File: config.mk
export PLATFORM = sky130hd
export DESIGN_NAME = dqu_cell
export DESIGN_NICKNAME = d
export VERILOG_FILES = /design/src/dqu_pkg.sv /design/src/dqu_cell.sv
export SDC_FILE = /design/constraint.sdc
export NUM_CORES = 1
export LEC_CHECK = 0
export ABC_CLOCK_PERIOD_IN_PS = 2400
export BUFFER_PORTS_ARGS = -buffer_cell sky130_fd_sc_hd__buf_4
export CAP_MARGIN = 20
export CORE_MARGIN = 1.5
export CORE_UTILIZATION = 38
export DETAILED_ROUTE_END_ITERATION = 8
export HOLD_SLACK_MARGIN = 0.12
export PLACE_DENSITY_LB_ADDON = 0.05
export SYNTH_ARGS = -nofsm -noshare
export SYNTH_HDL_FRONTEND = slang
export SYNTH_SLANG_ARGS = --single-unit
File: constraint.sdc
create_clock -name clk -period 2.4 [get_ports clk]
set_clock_uncertainty 0.05 [all_clocks]
set_input_delay 0.24 -clock clk [delete_from_list [all_inputs] [get_ports clk]]
set_output_delay 0.24 -clock clk [all_outputs]
set_load 0.01 [all_outputs]
File: src/dqu_pkg.sv
`timescale 1ns / 1ps
// ----------------------------------------------------------------------------
// Double-ended queue package
// Command and status codes, item types and cell control shared by the queue
// top level and its storage cells.
// ----------------------------------------------------------------------------
package dqu_pkg;

	localparam int unsigned DEPTH_DEF      = 64;
	localparam int unsigned DATA_WIDTH_DEF = 32;

	typedef enum logic [1:0] {
		CMD_PUSH_FRONT = 2'd0,
		CMD_PUSH_BACK  = 2'd1,
		CMD_POP_FRONT  = 2'd2,
		CMD_POP_BACK   = 2'd3
	} cmd_t;

	typedef enum logic [1:0] {
		ST_DONE  = 2'd0,
		ST_EMPTY = 2'd1,
		ST_FULL  = 2'd2
	} status_t;

	typedef struct packed {
		cmd_t        command;
		logic [31:0] push_data;
	} cmd_item_t;

	typedef struct packed {
		logic [31:0] pop_data;
		status_t     status;
		logic [6:0]  element_count;
	} rsp_item_t;

	typedef struct packed {
		logic push_front;
		logic push_back;
		logic pop_front;
		logic pop_back;
	} cell_ctl_t;

endpackage

File: src/dqu_cell.sv
`timescale 1ns / 1ps
// ----------------------------------------------------------------------------
// Double-ended queue cell
// One word of storage with its valid bit. Shifts toward the back on a front
// push, toward the front on a front pop, and loads or drops at the tail.
// ----------------------------------------------------------------------------
module dqu_cell #(
	parameter int unsigned DATA_WIDTH = dqu_pkg::DATA_WIDTH_DEF
) (
	input  logic                  clk,
	input  logic                  arst_n,
	input  dqu_pkg::cell_ctl_t    ctl,
	input  logic [DATA_WIDTH-1:0] new_word,
	input  logic [DATA_WIDTH-1:0] left_word,
	input  logic                  left_valid,
	input  logic [DATA_WIDTH-1:0] right_word,
	input  logic                  right_valid,
	output logic [DATA_WIDTH-1:0] word,
	output logic                  valid,
	output logic [DATA_WIDTH-1:0] tap
);
	import dqu_pkg::*;

	logic [DATA_WIDTH-1:0] word_q;
	logic                  valid_q;
	logic                  is_tail;
	logic                  is_gap;

	assign is_tail = valid_q && !right_valid;
	assign is_gap  = !valid_q && left_valid;

	always_ff @(posedge clk or negedge arst_n) begin
		if (!arst_n) begin
			valid_q <= 1'b0;
		end else if (ctl.push_front) begin
			valid_q <= left_valid;
		end else if (ctl.pop_front) begin
			valid_q <= right_valid;
		end else if (ctl.push_back && is_gap) begin
			valid_q <= 1'b1;
		end else if (ctl.pop_back && is_tail) begin
			valid_q <= 1'b0;
		end
	end

	always_ff @(posedge clk) begin
		if (ctl.push_front) begin
			word_q <= left_word;
		end else if (ctl.pop_front) begin
			word_q <= right_word;
		end else if (ctl.push_back && is_gap) begin
			word_q <= new_word;
		end
	end

	assign word  = word_q;
	assign valid = valid_q;
	assign tap   = is_tail ? word_q : '0;

endmodule

==> results.tsv <==
metric	value	unit
outcome	completed	
mostFrequentLayoutCells	buf_4 (171), mux2i_1 (33), nand2_1 (33)	
first_pass_iters	4	
grt_pass1_vias	1683	
routedWlPerCell	12.90	microns
hp-class	in2reg	
power	1.586	mW
clock-root-buffer	clkbuf_8	
multi_input_area	860.8	sq um
fillCellCount	448	
clk_latency	270	ps
die_area	5620	sq um
seq_area_frac_synth	0.5010	
synth_warnings	0	
syn2layout_area_growth	68.21	%
gp_congestion	0.7877	
arrival	1790	ps
final_common_cell	buf_4	
ios	169	
start_kind	register	
drive_above_1_share	0.5143	
maxSlewViolCount	0	
hold_viol_final	0	
drtIter0Drc	97	
routed_via_density	4.617	
start_util	0.3903	
drc	0	
setup-tns-final	0	ps
h-tree-depth	2	
path_clk_slew	70	ps
tightest_slew	941.7	ps
synth_cells	184	
post_cts_resized	0	
finalSetupViolations	0	
slew_headroom	0.3694	
diodes	0	
post-dp-hpwl	4252	microns
ir_drop	0.2770	mV
syn_area	1968	sq um
p_leak	1.649	nW
vias	1939	
path_max_fanout	32	
drv_cap	0	
fmaxAchievable	479.8	MHz
clock_tree.buffer_depth	2	
num_rows	26	
grt_usage	0.1816	
rrSetupSlack	970	ps
path_class	reg2out	
regArea	985.9	sq um
rr_startpoint	valid$_DFFE_PN0P_	
hp-start	left_word[1]	
hold_depth	3	
portBuffers	168	
hold_end	word[1]$_DFFE_PP_	
die_h	74.97	microns
synth-seq-cells	33	
fin_crit_sh	0.8684	
required	2110	ps
critPathCaptureType	primary output	
synth.avg_cell_area	10.70	sq um
globalRoute.totalOverflow	0	
postRouteAntennaNets	0	
synth_fp_nets	288	
ys_types	17	
die_w	74.97	microns
grt_max_degree	35	
r2r_cells	3	
powerDensity	479.0	nW/um^2
numCtsBuffers	5	
antenna_found_initial	0	
min_period	2084	ps
cts_sinks	33	
grt_pass1_wl	7514	microns
final_nets	453	
cts_tree	done	
reg2reg_to	word[9]$_DFFE_PP_	
startpoint	valid$_DFFE_PN0P_	
core	5042	sq um
wl	5417	microns
rsz0062_at_grt	no	
## layout make-up
type | count | area share
Clock inverter | 2 | 0.003023
Clock buffer | 6 | 0.02192
Multi-Input combinational cell | 137 | 0.2600
Timing Repair Buffer | 172 | 0.3908
Sequential cell | 33 | 0.2978
Tap cell | 70 | 0.02645
## through the flow
step           setup WS [ps]  hold slack, ps  cell area, sq um    util  instances
2_1_floorplan          657.7          -105.6              1968       -        184
3_3_place_gp           648.4          -32.88              3218  0.6382        411
3_5_place_dp           586.9          -33.75              3218  0.6382        411
4_1_cts                285.3           185.2              3311  0.6566        420
5_1_grt                190.0           188.2              3311  0.6566        420
6_report               315.8           192.2              3311  0.6566        420
## power breakdown
group | switching (mW) | internal, mW | leakage [nW]
registers | 0.0300 | 0.704 | 0.346
clock network | 0.191 | 0.201 | 0.0450
logic | 0.186 | 0.274 | 1.26
## sequential cells by signal, summed over array words and instances, names as in the netlist
| register | cells |
|---|---|
| word | 32 |
| valid | 1 |
## how the worst max path moves through the flow
stage                                    to  slack [ps]
final                               tap[20]         320
after global routing                tap[22]         190
after CTS                           tap[20]         290
after detailed placement            tap[20]         590
after global placement              tap[23]         650
after floorplan           word[0]$_DFFE_PP_         660
## layer usage
metal / part of all wire / GRT usage / up-vias
li1: - / - / 970
met1: 0.38 / 0.2147 / 854
met2: 0.51 / 0.3097 / 102
met3: 0.095 / 0.04150 / 13
met4: 0.022 / 0.09091 / 0
met5: 0 / 0 / -
## worst max-delay path, stage by stage (launching register included)
cell     delay, ps
dfrtp_1        370
nor2b_2        780
and2_1         240
buf_4          120
## cell families after synthesis
family,share of synthesized area
buffers and inverters,0.06167
muxes,0.1678
DFF,0.5010
and+or+nand+nor,0.1850
AOI/OAI and AO/OA,0.08455
## synthesized netlist by cell type (all sizes together)
cell type / count / share of area
and2: 32 / 0.10
edfxtp: 32 / 0.49
mux2i: 33 / 0.17
o21ai: 32 / 0.081
buf: 12 / 0.058
nor2: 1 / 0.0032
nand3b: 1 / 0.0038
dfrtp: 1 / 0.013
nand2b: 2 / 0.0064
nand3: 1 / 0.0025
clkbuf: 2 / 0.0038
a31oi: 1 / 0.0032
nor2b: 1 / 0.0045
nand2: 33 / 0.063
## repair_timing
action,CTS,global route
hold buffers,1,0
buffers inserted,0,0
hold endpoints to repair,1,0
Note: power is estimated with default switching activity, not from simulation.
